===== src/rtl/dtrp_pkg.sv =====
// Shared types, widths, codes and latency figures for the disparity registration pipeline.
package dtrp_pkg;

	// image size that a projected pixel must fall inside
	localparam int IMAGE_WIDTH  = 640;
	localparam int IMAGE_HEIGHT = 480;

	// field widths
	localparam int COL_W  = 10;
	localparam int ROW_W  = 9;
	localparam int DISP_W = 16;
	localparam int PT_W   = 32;
	localparam int ST_W   = 2;
	localparam int Z_W    = 31;

	// quotient bits of the projection divider; anything at or past 2^PROJ_QW is off image
	localparam int PROJ_QW = $clog2(IMAGE_WIDTH > IMAGE_HEIGHT ? IMAGE_WIDTH : IMAGE_HEIGHT);

	// stage counts of each unit
	localparam int DEPTH_LAT = Z_W + 1;
	localparam int BP_LAT    = 4;
	localparam int TF_LAT    = 3;
	localparam int PJ_LAT    = PROJ_QW + 4;
	localparam int TOTAL_LAT = DEPTH_LAT + BP_LAT + TF_LAT + PJ_LAT;

	// status codes
	localparam logic [ST_W-1:0] ST_WRITTEN  = 2'd0;
	localparam logic [ST_W-1:0] ST_LOW_DISP = 2'd1;
	localparam logic [ST_W-1:0] ST_BEHIND   = 2'd2;
	localparam logic [ST_W-1:0] ST_OUTSIDE  = 2'd3;

	// configuration register indexes
	localparam int CFG_IDX_W = 3;
	localparam logic [CFG_IDX_W-1:0] CFG_DEPTH_NUM   = 3'd0;
	localparam logic [CFG_IDX_W-1:0] CFG_DISP_THR    = 3'd1;
	localparam logic [CFG_IDX_W-1:0] CFG_DEPTH_CTR   = 3'd2;
	localparam logic [CFG_IDX_W-1:0] CFG_DEPTH_IFOC  = 3'd3;
	localparam logic [CFG_IDX_W-1:0] CFG_ROW_X       = 3'd4;
	localparam logic [CFG_IDX_W-1:0] CFG_ROW_Y       = 3'd5;
	localparam logic [CFG_IDX_W-1:0] CFG_ROW_Z       = 3'd6;
	localparam logic [CFG_IDX_W-1:0] CFG_COLOR_MODEL = 3'd7;

	// input request
	typedef struct packed {
		logic [COL_W-1:0]  column;
		logic [ROW_W-1:0]  row;
		logic [DISP_W-1:0] disparity;
	} item_t;

	// result
	typedef struct packed {
		logic [COL_W-1:0]       target_column;
		logic [ROW_W-1:0]       target_row;
		logic signed [PT_W-1:0] point_x;
		logic signed [PT_W-1:0] point_y;
		logic signed [PT_W-1:0] point_z;
		logic [ST_W-1:0]        status;
	} result_t;

	// pixel with depth, out of the depth divider
	typedef struct packed {
		logic [COL_W-1:0] column;
		logic [ROW_W-1:0] row;
		logic             reject;
		logic [Z_W-1:0]   z;
	} depth_t;

	// 3D point between back-projection, transform and projection
	typedef struct packed {
		logic                   reject;
		logic signed [PT_W-1:0] x;
		logic signed [PT_W-1:0] y;
		logic signed [PT_W-1:0] z;
	} point_t;

endpackage


===== src/rtl/dtrp_depth.sv =====
// Threshold check and pipelined restoring divider: depth = numerator * 256 / disparity.
module dtrp_depth (
	input  logic                        clk,
	input  logic                        arst_n,
	input  logic                        in_valid,
	input  dtrp_pkg::item_t             in_item,
	input  logic [31:0]                 depth_numerator,
	input  logic [dtrp_pkg::DISP_W-1:0] disparity_threshold,
	output logic                        out_valid,
	output dtrp_pkg::depth_t            out_depth
);
	localparam int STEPS = dtrp_pkg::Z_W;
	localparam int DW    = dtrp_pkg::DISP_W;
	localparam int NUM_W = 40;

	typedef struct packed {
		logic [dtrp_pkg::COL_W-1:0] column;
		logic [dtrp_pkg::ROW_W-1:0] row;
		logic                       reject;
		logic                       ovf;
	} tag_t;

	logic [STEPS:0]   v_s;
	tag_t             tag_s  [0:STEPS];
	logic [DW-1:0]    rem_s  [0:STEPS];
	logic [DW-1:0]    dv_s   [0:STEPS];
	logic [STEPS-1:0] low_s  [0:STEPS];
	logic [STEPS-1:0] q_s    [0:STEPS];
	logic [DW:0]      trial  [0:STEPS-1];
	logic             fit    [0:STEPS-1];
	logic [NUM_W-1:0] num;
	logic             ovf_in;
	logic [STEPS-1:0] z_out;

	// quotient past 31 bits saturates; otherwise the top bits start below the divisor
	assign num    = {depth_numerator, 8'b0};
	assign ovf_in = {7'b0, num} >= {in_item.disparity, 31'b0};

	always_comb begin
		for (int k = 0; k < STEPS; k++) begin
			trial[k] = {rem_s[k], low_s[k][STEPS-1-k]};
			fit[k]   = trial[k] >= {1'b0, dv_s[k]};
		end
	end

	always_ff @(posedge clk or negedge arst_n) begin
		if (!arst_n) begin
			v_s <= '0;
		end else begin
			v_s <= {v_s[STEPS-1:0], in_valid};
		end
	end

	// one quotient bit per stage
	always_ff @(posedge clk) begin
		tag_s[0] <= '{column: in_item.column, row: in_item.row,
			reject: in_item.disparity <= disparity_threshold, ovf: ovf_in};
		rem_s[0] <= DW'(num >> STEPS);
		low_s[0] <= num[STEPS-1:0];
		dv_s[0]  <= in_item.disparity;
		q_s[0]   <= '0;
		for (int k = 0; k < STEPS; k++) begin
			tag_s[k+1] <= tag_s[k];
			low_s[k+1] <= low_s[k];
			dv_s[k+1]  <= dv_s[k];
			rem_s[k+1] <= fit[k] ? DW'(trial[k] - {1'b0, dv_s[k]}) : trial[k][DW-1:0];
			q_s[k+1]   <= STEPS'({q_s[k], fit[k]});
		end
	end

	assign z_out     = tag_s[STEPS].ovf ? {STEPS{1'b1}} : q_s[STEPS];
	assign out_valid = v_s[STEPS];
	assign out_depth = '{column: tag_s[STEPS].column, row: tag_s[STEPS].row,
		reject: tag_s[STEPS].reject || (z_out == '0), z: z_out};

endmodule


===== config.mk =====
export PLATFORM = sky130hd
export DESIGN_NAME = dtrp_depth
export DESIGN_NICKNAME = d
export VERILOG_FILES = /design/src/rtl/dtrp_pkg.sv /design/src/rtl/dtrp_depth.sv
export SDC_FILE = /design/constraint.sdc
export NUM_CORES = 2
export LEC_CHECK = 0
export BUFFER_PORTS_ARGS = -buffer_cell sky130_fd_sc_hd__buf_2
export CAP_MARGIN = 5
export CORE_MARGIN = 4
export CORE_UTILIZATION = 55
export CTS_CLUSTER_DIAMETER = 30
export DETAILED_ROUTE_END_ITERATION = 16
export PLACE_DENSITY = 0.71
export SLEW_MARGIN = 20
export SYNTH_ARGS = -nofsm -noshare
export SYNTH_HDL_FRONTEND = slang
export SYNTH_SLANG_ARGS = --single-unit

===== constraint.sdc =====
create_clock -name clk -period 3.25 [get_ports clk]
set_input_delay 0.325 -clock clk [delete_from_list [all_inputs] [get_ports clk]]
set_output_delay 0.325 -clock clk [all_outputs]
set_load 0.005 [all_outputs]

# --- Yosys cells after proc, flatten, opt, wreduce, memory -nomap -nowiden ---
# Memory sizes are Yosys's and may differ from the RTL's.
# Index checks and enable logic that the tools add are counted.
# Widths: inputs -> output; s select.
word_totals:
  mem_count: 5
  out_inout_bits: 52
  ramBits: 3680
  ff_bits: 32
  latchBits: 0
  rom_bits: 0
memory_table:
  columns: ["memory", "words", "word_bits", "rd", "rd_ports_with_merged_regs", "write_ports", "line", "source"]
  rows:
  - ["low_s", 32, 31, 31, 0, 32, "dtrp_depth.sv:27", "logic [STEPS-1:0] low_s [0:STEPS];"]
  - ["q_s", 32, 31, 32, 0, 32, "dtrp_depth.sv:28", "logic [STEPS-1:0] q_s [0:STEPS];"]
  - ["tag_s", 32, 21, 32, 0, 32, "dtrp_depth.sv:24", "tag_t tag_s [0:STEPS];"]
  - ["dv_s", 32, 16, 31, 0, 32, "dtrp_depth.sv:26", "logic [DW-1:0] dv_s [0:STEPS];"]
  - ["rem_s", 32, 16, 31, 0, 32, "dtrp_depth.sv:25", "logic [DW-1:0] rem_s [0:STEPS];"]
classes:
  eq_ne: 0
  magnitude_cmp: 33
  n_mux: 32
  n_div: 0
  mul: 0
  shift: 0
  addsub: 31
  reduce_logical: 2
  bitwise: 0
op_table:
  columns: ["op", "n"]
  rows:
  - ["$ge 17x16->1", 31]
  - ["$mux 16", 31]
  - ["$sub 16x16->16", 31]
  - ["$ge 40x47->1", 1]
  - ["$logic_not 31->1", 1]
  - ["$mux 31", 1]
  - ["$le 16x16->1", 1]
  - ["$logic_or 1x1->1", 1]

# --- Longest topological paths before layout ---
# An unclocked memory read counts as a cell.
depth:
  ltp_word: 4
  mapped_depth: 13
  depth_no_buf: 12

# --- Least setup slack after synthesis ---
# No wires, ideal clock.
synth_timing:
  path_type: "register -> register"
  start: "mem dv_s[1][113] (netlist name)"
  end: "mem rem_s[1][136] (netlist name)"
  arrival_ns: 2.758
  synth_period_minus_slack_ns: 2.882
  path_stages_with_launch: 13
  path_slack_ns: 0.368
  setup_ns: 0.123
  cell_sequence: "dfxtp_1 -> inv_1 -> ha_1 -> nor2b_1 -> o21bai_1 -> a31oi_1 -> a221oi_4 -> o21ai_2 -> a211oi_2 -> o21ai_1 -> a211oi_4 -> buf_6 -> mux2_1"
synth_lines:
  columns: ["element", "line"]
  rows:
  - ["start, declared", "dtrp_depth.sv:26"]
  - ["end, declared", "dtrp_depth.sv:25"]

==> results_dict.tcl <==
set metrics [dict create \
    synthesis.yosys.warnings 0 \
    layout.nets 7938 \
    worst_r2r_startpoint "dv_s[1][115]$_DFF_P_" \
    pre_cts_slack_ns 0.1803 \
    maxClockFrequency_mhz 319.6 \
    rr_endpoint "rem_s[1][143]$_DFF_P_" \
    drt-vias-per-instance 4.961 \
    floorplan.die_area_um2 149700 \
    timing.clock.skew_ns 0.06533 \
    worst_setup_path_startpoint "tag_s[7][63]$_DFF_P_" \
    synth_area_leader_cell "sky130_fd_sc_hd__dfxtp_1" \
    routed-via-count 47188 \
    data_arrival_time_of_the_critical_path_ns 2.80 \
    synth_area_leaders "sky130_fd_sc_hd__dfxtp_1 (62%), sky130_fd_sc_hd__ha_1 (8.1%), sky130_fd_sc_hd__mux2_2 (3.3%), sky130_fd_sc_hd__inv_1 (3.1%), sky130_fd_sc_hd__xnor2_1 (2.4%)" \
    yosys.area.top_type_share_pct 61.58 \
    floorplan.core_area_um2 142100 \
    timing.max_slew.rel_slack_pct 42.46 \
    clkPwrFrac_pct 37.0 \
    row_count 138 \
    finalSetupTns_ns 0 \
    via_count_of_the_first_global_routing_pass 48753 \
    post-route-worst-setup-slack_ns 0.1210 \
    critical_path.startpoint_type "register" \
    leakage_power_nw 43.96 \
    initial_utilization_pct 55.56 \
    setup_viol 0 \
    portBuffers 137 \
    ctsHtreeMaxLevel 5 \
    grtUsageTotal_pct 18.55 \
    power.internal_mw 79.06 \
    cp.required_ns 2.92 \
    number_of_instances_in_the_synthesized_netlist 6696 \
    netlist-cell-type-count 88 \
    crit_path_max_fanout 5 \
    cts_num_sinks 2461 \
    reg2regPathDepth 12 \
    worst_hold_path_type "input port to register" \
    final.hold.worst_slack_ns 0.07868 \
    antenna_diode_count 0 \
    antenna_found_initial 2 \
    area_of_the_mapped_netlist_um2 78960 \
    fillers 10092 \
    synth_enable_flop_cells 0 \
    slew_violations 0 \
    share_seq_of_total_power_pct 35.7 \
    drt_pass1_iterations 9 \
    layout.core_utilization_pct 68.14 \
    insertion_delay_ns 0.93 \
    crit_path_end "out_depth[31]" \
    drc_errors 0 \
    async_reset_ff_share_pct 1.300 \
    detailedPlacementHpwl_um 94160 \
    crit_path_max_incr_delay_ns 0.46 \
    finalWorstPathRequiredPeriod_ns 3.129 \
    layout-drive-gt1-share_pct 16.24 \
    overflow 0 \
    crit_path_cell_trace "buf_12 -> or2_4 -> nor2_1 -> nand4_1 -> o41ai_2 -> buf_2" \
    cp_slowest_cell "sky130_fd_sc_hd__o41ai_2" \
    synthesis.area_per_instance_um2 11.79 \
    dominant_delay_contributor_by_cell_family_on_the_critical_path "simple AND/OR/NAND/NOR gates" \
    area_growth_pct 22.63 \
    ys_seq_area_share_pct 62.60 \
    setup_slack_on_the_worst_flop_to_flop_path_ns 0.14 \
    route.final.wire_length_um 140300 \
    fp.dieW_um 386.9 \
    routabilityCongestion 0.8769 \
    synth-main-ff-cell "sky130_fd_sc_hd__dfxtp_1" \
    clk_root_buf "sky130_fd_sc_hd__clkbuf_16" \
    pin_count_of_the_biggest_net_entering_global_routing 33 \
    number_of_hold_violations_in_the_final_report 0 \
    ant_nets 0 \
    clk_path_buf_depth 4 \
    total_i_o_pin_count 138 \
    worst-path-stages 6 \
    multi_input_comb_area_um2 26640 \
    cts_inserted_buffers 393 \
    final-seq-area_um2 49430 \
    worstSetupEndpointType "output port" \
    setup.worst_path.class "register to output port" \
    drv_cap 0 \
    layout_common_cells "sky130_fd_sc_hd__dfxtp_1 (2428), sky130_fd_sc_hd__inv_1 (654), sky130_fd_sc_hd__ha_1 (514)" \
    share_comb_of_total_power_pct 27.3 \
    timing.final.crit_share_pct 96.28 \
    worst_slew_pin_slew_ns 0.8629 \
    timing.critical_path.buf_inv 2 \
    power_density_nw_per_um2 1153 \
    mappedNetlistNets 7326 \
    peakVddDrop_uv 775.3 \
    clk_pin_slew_ns 0.06 \
    tritoncts "done" \
    outcome "finished, final reports clean" \
    layout.cells.most_common "sky130_fd_sc_hd__dfxtp_1" \
    switching_share_pct 29.18 \
    detailedRoute.firstIterationViolations 2163 \
    grt_pass1_wl_um 232900 \
    detail_route.wl_per_cell_um 14.75 \
    postSynthRegisterBits 2461 \
    die_height_um 386.9 \
    p_sw_mw 32.57 \
]
## stage by stage
step / area (um2) / std cells / power [mW]
after floorplan: 78960 / 6696 / 63.10
after global placement: 82100 / 8693 / 69.20
after detailed placement: 82100 / 8693 / 69.97
after CTS: 96770 / 9510 / 112.5
after global routing: 96830 / 9512 / 118.2
final: 96830 / 9512 / 111.6
## routing by layer
layer  wire length (um)  track usage [%]  vias up
li1                   -                -    23915
met4               5149            8.441        0
met5                  0                0        -
met3               6444            3.964      359
met1              62480            22.89    21831
met2              66270            31.23     1083
## worst register-to-register path: stages, from the launching register on
cell and delay, ns:
sky130_fd_sc_hd__dfxtp_1 0.36, sky130_fd_sc_hd__inv_1 0.06, sky130_fd_sc_hd__ha_1 0.34, sky130_fd_sc_hd__nand3_1 0.16
sky130_fd_sc_hd__o21bai_1 0.15, sky130_fd_sc_hd__a31oi_1 0.21, sky130_fd_sc_hd__a221oi_4 0.37, sky130_fd_sc_hd__o21ai_2 0.10
sky130_fd_sc_hd__a211oi_2 0.25, sky130_fd_sc_hd__o21ai_1 0.13, sky130_fd_sc_hd__a211oi_4 0.28, sky130_fd_sc_hd__buf_12 0.19
sky130_fd_sc_hd__mux2_2 0.34
## synthesized netlist by cell type (all sizes together), types with 85 or more instances
library cell / n
dfxtp: 2429
xor2: 137
nand2: 236
o21ai: 288
mux2: 265
nor2b: 85
inv: 654
xnor2: 215
ha: 514
a21o: 129
nor2: 330
a21oi: 363
nor3: 89
## cell families after synthesis
logic type / count (synthesis) / share of synthesized area, %
xor+xnor: 352 / 3.904
fa+ha+maj: 544 / 8.906
mux: 302 / 4.310
flops: 2461 / 62.60
buf+inv: 746 / 3.797
compound gates: 1155 / 9.371
simple gates: 1136 / 7.113
## how the worst min path moves through the flow
stage / startpoint / end / slack (ns) / cells past startpoint
CTS: in_item[28] / tag_s[0][14]$_DFF_P_ / 0.002 / 2
global placement: low_s[2][40]$_DFF_P_ / low_s[2][71]$_DFF_P_ / 0.31 / 0
global route: in_valid / v_s[0]$_DFF_PN0_ / 0.04 / 2
floorplan: arst_n / v_s[0]$_DFF_PN0_ / 0.03 / 0
detailed placement: tag_s[7][35]$_DFF_P_ / tag_s[7][56]$_DFF_P_ / 0.31 / 0
finish: in_item[28] / tag_s[0][14]$_DFF_P_ / 0.08 / 2
## timing repair
item / in CTS / in global routing
gates resized for setup: 16 / 12
hold endpoints to repair: 102 / 0
endpoints found under the setup margin: 1 / 63
hold buffers: 103 / 0
pin swaps: 5 / 6
setup buffers: 5 / 2
## power by group through the flow
stage | combinational, mW | clock, mW | sequential [mW]
global placement | 28.9 | 0 | 40.3
global route | 34.0 | 43.8 | 40.4
CTS | 30.3 | 42.3 | 39.9
detailed placement | 29.7 | 0 | 40.3
floorplan | 24.1 | 0 | 39.0
finish | 30.4 | 41.3 | 39.9
## registers in the layout, summed over array words and instances, names as in the netlist
| name | flops |
|---|---|
| tag_s | 672 |
| dv_s | 496 |
| q_s | 496 |
| rem_s | 489 |
| low_s | 276 |
| v_s | 32 |
## final cells by class
cell class                 count  share of cell area (%)
multi-input combinational   3489                   27.52
sequential                  2461                   51.05
inverter                     654                   2.535
tap                         1890                   2.442
clock inverter               238                   3.096
clock buffer                 471                   10.86
timing repair buffer         309                   2.493
Power figures use the tool's default switching activity.
